File: config.mk
export PLATFORM = sky130hd
export DESIGN_NAME = multi_channel_link_watchdog
export DESIGN_NICKNAME = d
export VERILOG_FILES = /design/src/rtl/core/mclw_pkg.sv /design/src/rtl/core/mclw_bank.sv /design/src/rtl/core/multi_channel_link_watchdog.sv
export SDC_FILE = /design/constraint.sdc
export NUM_CORES = 1
export LEC_CHECK = 0
export ABC_AREA = 1
export BUFFER_PORTS_ARGS = -buffer_cell sky130_fd_sc_hd__buf_4
export CAP_MARGIN = 10
export CORE_MARGIN = 5
export CORE_UTILIZATION = 35
export DETAILED_ROUTE_END_ITERATION = 8
export GPL_TIMING_DRIVEN = 0
export PLACE_DENSITY_LB_ADDON = 0.05
export SLEW_MARGIN = 5
export SYNTH_ARGS = -nofsm -noshare
export SYNTH_HDL_FRONTEND = slang
export SYNTH_HIERARCHICAL = 1
export SYNTH_SLANG_ARGS = --single-unit
File: constraint.sdc
create_clock -name clk_i -period 3.4 [get_ports clk_i]
set_input_delay 0.68 -clock clk_i [delete_from_list [all_inputs] [get_ports clk_i]]
set_output_delay 0.68 -clock clk_i [all_outputs]
set_load 0.05 [all_outputs]
File: src/rtl/core/mclw_pkg.sv
`timescale 1ns / 1ps

package mclw_pkg;

  localparam int CHANNEL_COUNT       = 13;
  localparam int CALIBRATION_CHANNEL = 12;

  localparam int CMD_W   = 2;
  localparam int CH_W    = 4;
  localparam int CNT_W   = 8;
  localparam int FLAGS_W = 13;
  // Wide enough to compare the channel field against any bank index.
  localparam int CIDX_W  = 6;

  localparam logic [CNT_W-1:0] LIMIT_DEFAULT = CNT_W'(200);
  localparam logic [CNT_W-1:0] LIMIT_LONG    = CNT_W'(100);
  localparam logic [CNT_W-1:0] LIMIT_SHORT   = CNT_W'(20);

  typedef enum logic [CMD_W-1:0] {
    CMD_TICK  = 2'd0,
    CMD_FEED  = 2'd1,
    CMD_QUERY = 2'd2
  } cmd_e;

  typedef struct packed {
    logic [CMD_W-1:0] command;
    logic [CH_W-1:0]  channel;
    logic             params_saved;
  } in_t;

  typedef struct packed {
    logic [FLAGS_W-1:0] lost_flags;
    logic               channel_lost;
  } out_t;

  // Fixed timeout of each channel, in ticks.
  function automatic logic [CNT_W-1:0] limit_of(input int idx);
    logic [CNT_W-1:0] lim;
    lim = LIMIT_DEFAULT;
    if (idx == 10 || idx == 12) begin
      lim = LIMIT_LONG;
    end else if (idx == 11) begin
      lim = LIMIT_SHORT;
    end
    return lim;
  endfunction

endpackage

File: src/rtl/core/mclw_bank.sv
`timescale 1ns / 1ps

module mclw_bank (
  input  logic          clk_i,
  input  logic          rst_ni,
  input  logic          en_i,
  input  mclw_pkg::in_t item_i,
  output mclw_pkg::out_t result_o
);
  import mclw_pkg::*;

  logic [CNT_W-1:0]         cnt_q [CHANNEL_COUNT];
  logic [CNT_W-1:0]         cnt_d [CHANNEL_COUNT];
  logic [CNT_W-1:0]         tick_next [CHANNEL_COUNT];
  logic [CHANNEL_COUNT-1:0] lost_q;
  logic [CHANNEL_COUNT-1:0] lost_d;
  logic [CHANNEL_COUNT-1:0] hit;
  logic                     queried;

  always_comb begin
    lost_d  = lost_q;
    queried = 1'b0;
    for (int i = 0; i < CHANNEL_COUNT; i++) begin
      cnt_d[i]     = cnt_q[i];
      tick_next[i] = cnt_q[i] + CNT_W'(1);
      hit[i]       = ({{(CIDX_W-CH_W){1'b0}}, item_i.channel} == CIDX_W'(i));
      if (en_i) begin
        case (cmd_e'(item_i.command))
          CMD_TICK: begin
            if (tick_next[i] >= limit_of(i)) begin
              cnt_d[i]  = '0;
              lost_d[i] = 1'b1;
            end else begin
              cnt_d[i] = tick_next[i];
            end
            // The calibration feed comes after the timeout check.
            if (item_i.params_saved && i == CALIBRATION_CHANNEL) begin
              cnt_d[i]  = '0;
              lost_d[i] = 1'b0;
            end
          end
          CMD_FEED: begin
            if (hit[i]) begin
              cnt_d[i]  = '0;
              lost_d[i] = 1'b0;
            end
          end
          CMD_QUERY: begin
            if (hit[i]) begin
              queried = lost_q[i];
            end
          end
          default: begin
          end
        endcase
      end
    end
  end

  always_comb begin
    result_o.lost_flags = '0;
    for (int i = 0; i < FLAGS_W; i++) begin
      if (i < CHANNEL_COUNT) begin
        result_o.lost_flags[i] = lost_d[i];
      end
    end
    result_o.channel_lost = queried;
  end

  always_ff @(posedge clk_i or negedge rst_ni) begin
    if (!rst_ni) begin
      lost_q <= '0;
      for (int i = 0; i < CHANNEL_COUNT; i++) begin
        cnt_q[i] <= '0;
      end
    end else begin
      lost_q <= lost_d;
      for (int i = 0; i < CHANNEL_COUNT; i++) begin
        cnt_q[i] <= cnt_d[i];
      end
    end
  end

endmodule

File: src/rtl/core/multi_channel_link_watchdog.sv
`timescale 1ns / 1ps
// Channel   Direction  Handshake             Payload
// in        input      in_valid_i/in_stall_o  in_data_i  (command, channel, params_saved)
// out       output     out_valid_o/out_stall_i out_data_o (lost_flags, channel_lost)
//
// One transaction per cycle is sustained while out_stall_i stays low; an accepted
// input passes the input register and then the result register, from which its
// result is offered.
// All channel counters update in parallel in the bank, so no command waits on another.
// Reset clears every counter, every lost flag and the valid bits of both pipeline registers; their data is not reset.
// A stall on the output holds the result register; the input register then
// holds one more transaction before in_stall_o rises.

module multi_channel_link_watchdog (
  input  logic           clk_i,
  input  logic           rst_ni,
  input  logic           in_valid_i,
  output logic           in_stall_o,
  input  mclw_pkg::in_t  in_data_i,
  output logic           out_valid_o,
  input  logic           out_stall_i,
  output mclw_pkg::out_t out_data_o
);
  import mclw_pkg::*;

  logic in_valid_q;
  in_t  in_data_q;
  logic out_valid_q;
  out_t out_data_q;
  logic out_ready;
  logic advance;
  out_t result;

  assign out_ready  = !out_valid_q || !out_stall_i;
  assign advance    = in_valid_q && out_ready;
  assign in_stall_o = in_valid_q && !out_ready;

  // The bank commits its state update only when the result moves on.
  mclw_bank u_bank (
    .clk_i    (clk_i),
    .rst_ni   (rst_ni),
    .en_i     (advance),
    .item_i   (in_data_q),
    .result_o (result)
  );

  always_ff @(posedge clk_i or negedge rst_ni) begin
    if (!rst_ni) begin
      in_valid_q  <= 1'b0;
      out_valid_q <= 1'b0;
    end else begin
      if (!in_stall_o) begin
        in_valid_q <= in_valid_i;
      end
      if (out_ready) begin
        out_valid_q <= in_valid_q;
      end
    end
  end

  always_ff @(posedge clk_i) begin
    if (!in_stall_o && in_valid_i) begin
      in_data_q <= in_data_i;
    end
    if (advance) begin
      out_data_q <= result;
    end
  end

  assign out_valid_o = out_valid_q;
  assign out_data_o  = out_data_q;

endmodule

==> results of run 1 <==
routing by layer:
| layer | share of wire, % | track usage, % | up-vias |
|---|---|---|---|
| met5 | 0 | 0 | - |
| met4 | 0.94 | 3.49 | 0 |
| met3 | 3.5 | 3.27 | 12 |
| met2 | 47 | 24.1 | 82 |
| met1 | 49 | 20.1 | 2729 |
| li1 | - | - | 2797 |
registers in the layout, summed over array words and instances, names as in the netlist:
signal / count
out_data_o: 14
in_data_q: 7
in_valid_q: 1
u_bank/cnt_q: 104
u_bank/lost_q: 13
out_valid_o: 1
through the flow:
stage,power [W],cell area [µm²]
after CTS,0.00518,8530
after global placement,0.00313,7850
after detailed placement,0.00319,7890
final,0.00511,8540
after global routing,0.00541,8540
after floorplan,0.00290,7310
worst max path at each step:
| stage | start | endpoint | slack (ns) |
|---|---|---|---|
| final | out_valid_o | out_data_o[10] | 0.30 |
| after global routing | out_valid_o | out_data_o[10] | 0.11 |
| after CTS | out_valid_o | out_data_o[10] | 0.06 |
| after detailed placement | out_stall_i | out_data_o[10] | -0.31 |
| after floorplan | out_valid_o | out_data_o[8] | 0.47 |
| after global placement | out_stall_i | out_data_o[10] | -1.34 |
power groups by stage:
| stage | combinational [W] | sequential (W) | clock, W |
|---|---|---|---|
| after floorplan | 0.000619 | 0.00228 | 0 |
| after global placement | 0.000863 | 0.00227 | 0 |
| after detailed placement | 0.000896 | 0.00229 | 0 |
| after CTS | 0.000901 | 0.00226 | 0.00202 |
| after global routing | 0.00102 | 0.00230 | 0.00209 |
| final | 0.000889 | 0.00226 | 0.00196 |
Yosys cell counts (all sizes together), types with 2 or more instances:
cell / instances / area (µm²)
o211ai: 4 / 30.0
nand2: 121 / 482
o22ai: 48 / 300
dfrtp: 119 / 2980
nand4: 3 / 18.8
clkbuf: 4 / 16.3
o2111ai: 5 / 43.8
xor2: 62 / 543
a31oi: 8 / 50.1
nor2: 66 / 275
o21ai: 58 / 290
ha: 26 / 325
a21oi: 21 / 105
xnor2: 7 / 61.3
inv: 129 / 484
nand3: 53 / 285
a32o: 5 / 50.1
o221ai: 2 / 17.5
buf: 6 / 36.3
nor3: 29 / 200
edfxtp: 21 / 631
nand2b: 3 / 18.8
final cells by class:
type,count,area [µm²]
Fill cell,2045,11900
Sequential cell,140,3610
Multi-Input combinational cell,530,3180
Clock buffer,25,571
Inverter,129,484
Tap cell,270,338
Timing Repair Buffer,28,238
Clock inverter,7,68.8
Buffer,10,52.6
repair_timing:
| action | CTS | global route |
|---|---|---|
| resized for setup | 0 | 1 |
| setup buffers | 0 | 0 |
| setup endpoints to repair | 0 | 4 |
critical path: cells and delay by family, from the launching register on:
family,cells,cell delay [ns]
buffers and inverters,5,1.47
AOI/OAI and AO/OA,2,0.69
DFF,1,0.44
and+or+nand+nor,1,0.14
cell families (layout without fill, tap and decap cells):
| family | after synthesis | count (layout) | share of synthesized area (%) |
|---|---|---|---|
| simple gates | 278 | 278 | 17.8 |
| compound gates | 156 | 156 | 12.7 |
| flops | 140 | 140 | 49.3 |
| buf+inv | 139 | 199 | 7.34 |
| xor+xnor | 69 | 69 | 8.26 |
| fa+ha+maj | 26 | 26 | 4.45 |
| mux | 1 | 1 | 0.137 |
==> reports/summary.txt, run 1 <==
Outcome -> complete, no violations
Num CTS Buffers -> 17
Max cap viols -> 0
Switching share of power -> 30.0%
Max FO, Critical Path -> 10
Die width -> 155 µm
Antenna violations before repair -> 0
Switching pwr -> 0.00153 W
CP arrival -> 3.20 ns
Worst EP required -> 3.50 ns
Layout cell share with drive strength beyond 1 -> 12.8%
Pwr/cell area -> 598 mW/mm²
Vias per cell -> 4.93
Worst min-delay path category -> in2async
Pleak -> 3.67 nW
Setup TNS -> 0 ns
Pint -> 0.00358 W
Clock sinks -> 140
Logic pwr share -> 17.4%
Critical Path Max Stage Delay -> 0.48 ns
Async set-reset flop share out of synthesis -> 85.0%
GRT overflow -> 0
CP Launch Type -> flip-flop
Top Ports -> 27
WS Path Type -> reg2reg
Iter 0 DRT Violations -> 304
Clock root buffer -> clkbuf_16
Peak supply drop -> 0.000290 V
Dpl cells -> 1,107
Clk_lat worst skew -> 0.42 ns
Rows -> 52
Slew @ Worst Pin -> 0.836 ns
R2R Path End -> out_data_o[10]
Minimum clock period -> 3.10 ns
Mapped Area -> 0.00731 mm²
Ys flop type -> dfrtp_1
Flop pwr share -> 44.3%
CTS tree -> done
Largest net degree at the start of global routing -> 72
Most common cell after layout, fill and taps aside -> dfrtp_1
Final WL -> 17,000 µm
ANT nets after route -> 0
Ant. Diodes -> 0
Post-synth EDFFs -> 21
Synth Warn # -> 6
Initial Util -> 35.8%
First-pass GRT wire length -> 28,200 µm
Critical-path cell list -> a21oi_4 > buf_6 > clkbuf_2 > inv_2 > nor2_4 > buf_1 > clkbuf_1 > o21ai_0
DIE AREA -> 0.0239 mm²
Post-layout util -> 41.8%
Avg Inst Size Synth -> 9.04 µm²
Sequential area share after synthesis -> 49.3%
Final worst path period share -> 91.1%
Clock power share -> 38.3%
Rel. slew slack -> 44.3%
Port Buffer Count -> 26
Cells after Synth -> 809
Clock buffer depth -> 2
Remaining DRCs -> 0
# nets final -> 893
Reg-to-reg setup timing slack -> 0.30 ns
Die Ht -> 155 µm
RSZ-0062 raised after global routing -> no
# hold bufs at CTS -> 0
DP HPWL -> 12,100 µm
Final hold vios -> 0
GRT Total Usage -> 14.8%
Total core area -> 0.0204 mm²
H-tree depth -> 4
Syn nets -> 846
GPL Wtd Cong -> 0.813
R2r worst-path depth -> 8
Dpl ws -> -0.312 ns
Critical R2R Launch -> out_valid_o
Wire per inst -> 14.9 µm
Register bit total from synthesis -> 140
CTS clk-pin slew, worst paths -> 0.06 ns
Setup-failing EPs final -> 0
Fmax -> 323 MHz
Post-route insts no fill -> 1,139
Area grow syn2layout -> 16.8%
Count of different cell masters after synthesis -> 43
Fin Hold WS -> 0.206 ns
DR pass1 iterations -> 5
Max stage delay cell, worst path -> clkbuf_1
Via count -> 5,620
Crit end category -> flip-flop
Vias in the first global route -> 5,615
Final Max Slew Viols -> 0
Most frequent cells in the layout -> 119 x dfrtp_1, 114 x nand2_1, 112 x inv_1, 62 x xor2_1, 59 x nor2_1
Setup Skew -> 0.00937 ns
Worst setup margin -> 0.302 ns
No activity file was read; power rests on OpenSTA's default activity.
==> run 2: changes to the inputs <==
- CORE_UTILIZATION: 35 -> 30
- REMOVE_ABC_BUFFERS: default -> 1
==> reports/summary.txt, run 2 (same netlist as run 1, synthesis figures left out) <==
Pwr/cell area -> 591 mW/mm²
Vias in the first global route -> 5,876
Fmax -> 342 MHz
RSZ-0062 raised after global routing -> no
# hold bufs at CTS -> 0
Layout cell share with drive strength beyond 1 -> 13.0%
Switching share of power -> 31.3%
Final Max Slew Viols -> 0
Switching pwr -> 0.00158 W
WS Path Type -> reg2reg
H-tree depth -> 4
Clock root buffer -> clkbuf_16
GRT overflow -> 0
Top Ports -> 27
Peak supply drop -> 0.000230 V
Total core area -> 0.0242 mm²
Setup-failing EPs final -> 0
Post-layout util -> 35.4%
DIE AREA -> 0.0276 mm²
Area grow syn2layout -> 17.0%
Final hold vios -> 0
Crit path top cell by count -> inv_2
Max cap viols -> 0
Via count -> 5,677
Outcome -> complete, no violations
CTS tree -> done
Clock power share -> 37.5%
Final WL -> 18,000 µm
Ant. Diodes -> 0
CP arrival -> 3.27 ns
Antenna violations before repair -> 0
Critical Path Max Stage Delay -> 0.50 ns
Slew @ Worst Pin -> 0.895 ns
Post-CTS Resized -> 0
Vias per cell -> 4.78
Most frequent cells in the layout -> 119 x dfrtp_1, 114 x nand2_1, 112 x inv_1, 62 x xor2_1, 58 x nor2_1
Minimum clock period -> 2.92 ns
Iter 0 DRT Violations -> 318
CP Launch Type -> flip-flop
Worst setup margin -> 0.478 ns
Clk_lat worst skew -> 0.43 ns
Logic pwr share -> 17.8%
Clock buffer depth -> 2
DP HPWL -> 12,100 µm
Critical-path cell list -> a21oi_4 > inv_2 > nor2_4 > inv_2 > nor2_4 > inv_2 > nand2_2 > nand3_1 > nor2_1 > inv_1 > o21ai_0
Setup Skew -> 0.0129 ns
Clock sinks -> 140
Initial Util -> 30.2%
# nets final -> 887
Max reg flops -> 104
Dpl cells -> 1,151
Remaining DRCs -> 0
ANT nets after route -> 0
Rel. slew slack -> 40.3%
Max FO, Critical Path -> 30
GRT Total Usage -> 13.2%
CTS clk-pin slew, worst paths -> 0.06 ns
Post-route insts no fill -> 1,187
Wire per inst -> 15.1 µm
Die Ht -> 166 µm
Port Buffer Count -> 26
Pint -> 0.00347 W
Final worst path period share -> 85.9%
Most common cell after layout, fill and taps aside -> dfrtp_1
Dpl ws -> -1.22 ns
Flop pwr share -> 44.7%
Largest net degree at the start of global routing -> 72
Reg with most FFs -> u_bank/cnt_q
Num CTS Buffers -> 17
Rows -> 57
GPL Wtd Cong -> 0.778
Top delay family on crit path -> simple AND/OR/NAND/NOR gates
Crit end category -> flip-flop
Die width -> 166 µm
Pleak -> 3.65 nW
Fin Hold WS -> 0.209 ns
Area after DPL -> 0.00792 mm²
Max stage delay cell, worst path -> dfrtp_1
DR pass1 iterations -> 4
Final Cell Area -> 0.00856 mm²
Worst min-delay path category -> in2async
Worst EP required -> 3.75 ns
First-pass GRT wire length -> 29,500 µm
Crit path buffers/inverters -> 4
==> run 2: cell type report <==
class                           count  area (µm²)
Fill cell                        2451       15600
Sequential cell                   140        3610
Multi-Input combinational cell    533        3200
Clock buffer                       21         503
Inverter                          129         484
Tap cell                          324         405
Timing Repair Buffer               29         249
Clock inverter                     11         103
==> run 2: power by group through the flow <==
stage	logic [W]	clock network, W	registers [W]
2_1_floorplan	0.000614	0	0.00228
3_3_place_gp	0.000857	0	0.00228
3_5_place_dp	0.000895	0	0.00229
4_1_cts	0.000910	0.00197	0.00226
5_1_grt	0.00102	0.00204	0.00231
6_report	0.000899	0.00189	0.00226
==> run 2: path summary, 6_finish.rpt <==
check / start / to / slack [ns] / cells after the start
worst min-delay path: rst_ni / u_bank/cnt_q[64] / 0.21 / 1
worst max-delay path: out_valid_o / u_bank/cnt_q[0] / 0.48 / 11
worst max register to register: out_valid_o / u_bank/cnt_q[0] / 0.48 / 11
max in group asynchronous: rst_ni / u_bank/cnt_q[17] / 2.47 / 2
min in group clk_i: in_data_i[3] / in_data_q[3] / 0.43 / 1
worst min register to register: u_bank/cnt_q[15] / u_bank/cnt_q[15] / 0.50 / 2
==> run 2: routing by layer <==
layer | GRT usage, % | vias up | wire [µm]
li1 | - | 2782 | -
met3 | 2.79 | 15 | 487
met2 | 21.4 | 78 | 8460
met1 | 17.4 | 2802 | 8760
met5 | 0 | - | 0
met4 | 5.06 | 0 | 259
==> run 2: what timing repair did <==
| action | CTS | global route |
|---|---|---|
| endpoints found under the setup margin | 86 | 7 |
| setup buffers | 1 | 0 |
| cloned | 2 | 1 |
| pin swaps | 2 | 1 |
==> run 2: per-stage QoR <==
stage	TNS, ns	total power [W]
6_report	0	0.00505
5_1_grt	0	0.00536
3_5_place_dp	-78.13	0.00318
4_1_cts	0	0.00514
3_3_place_gp	-225.56	0.00313
2_1_floorplan	-7.62	0.00290
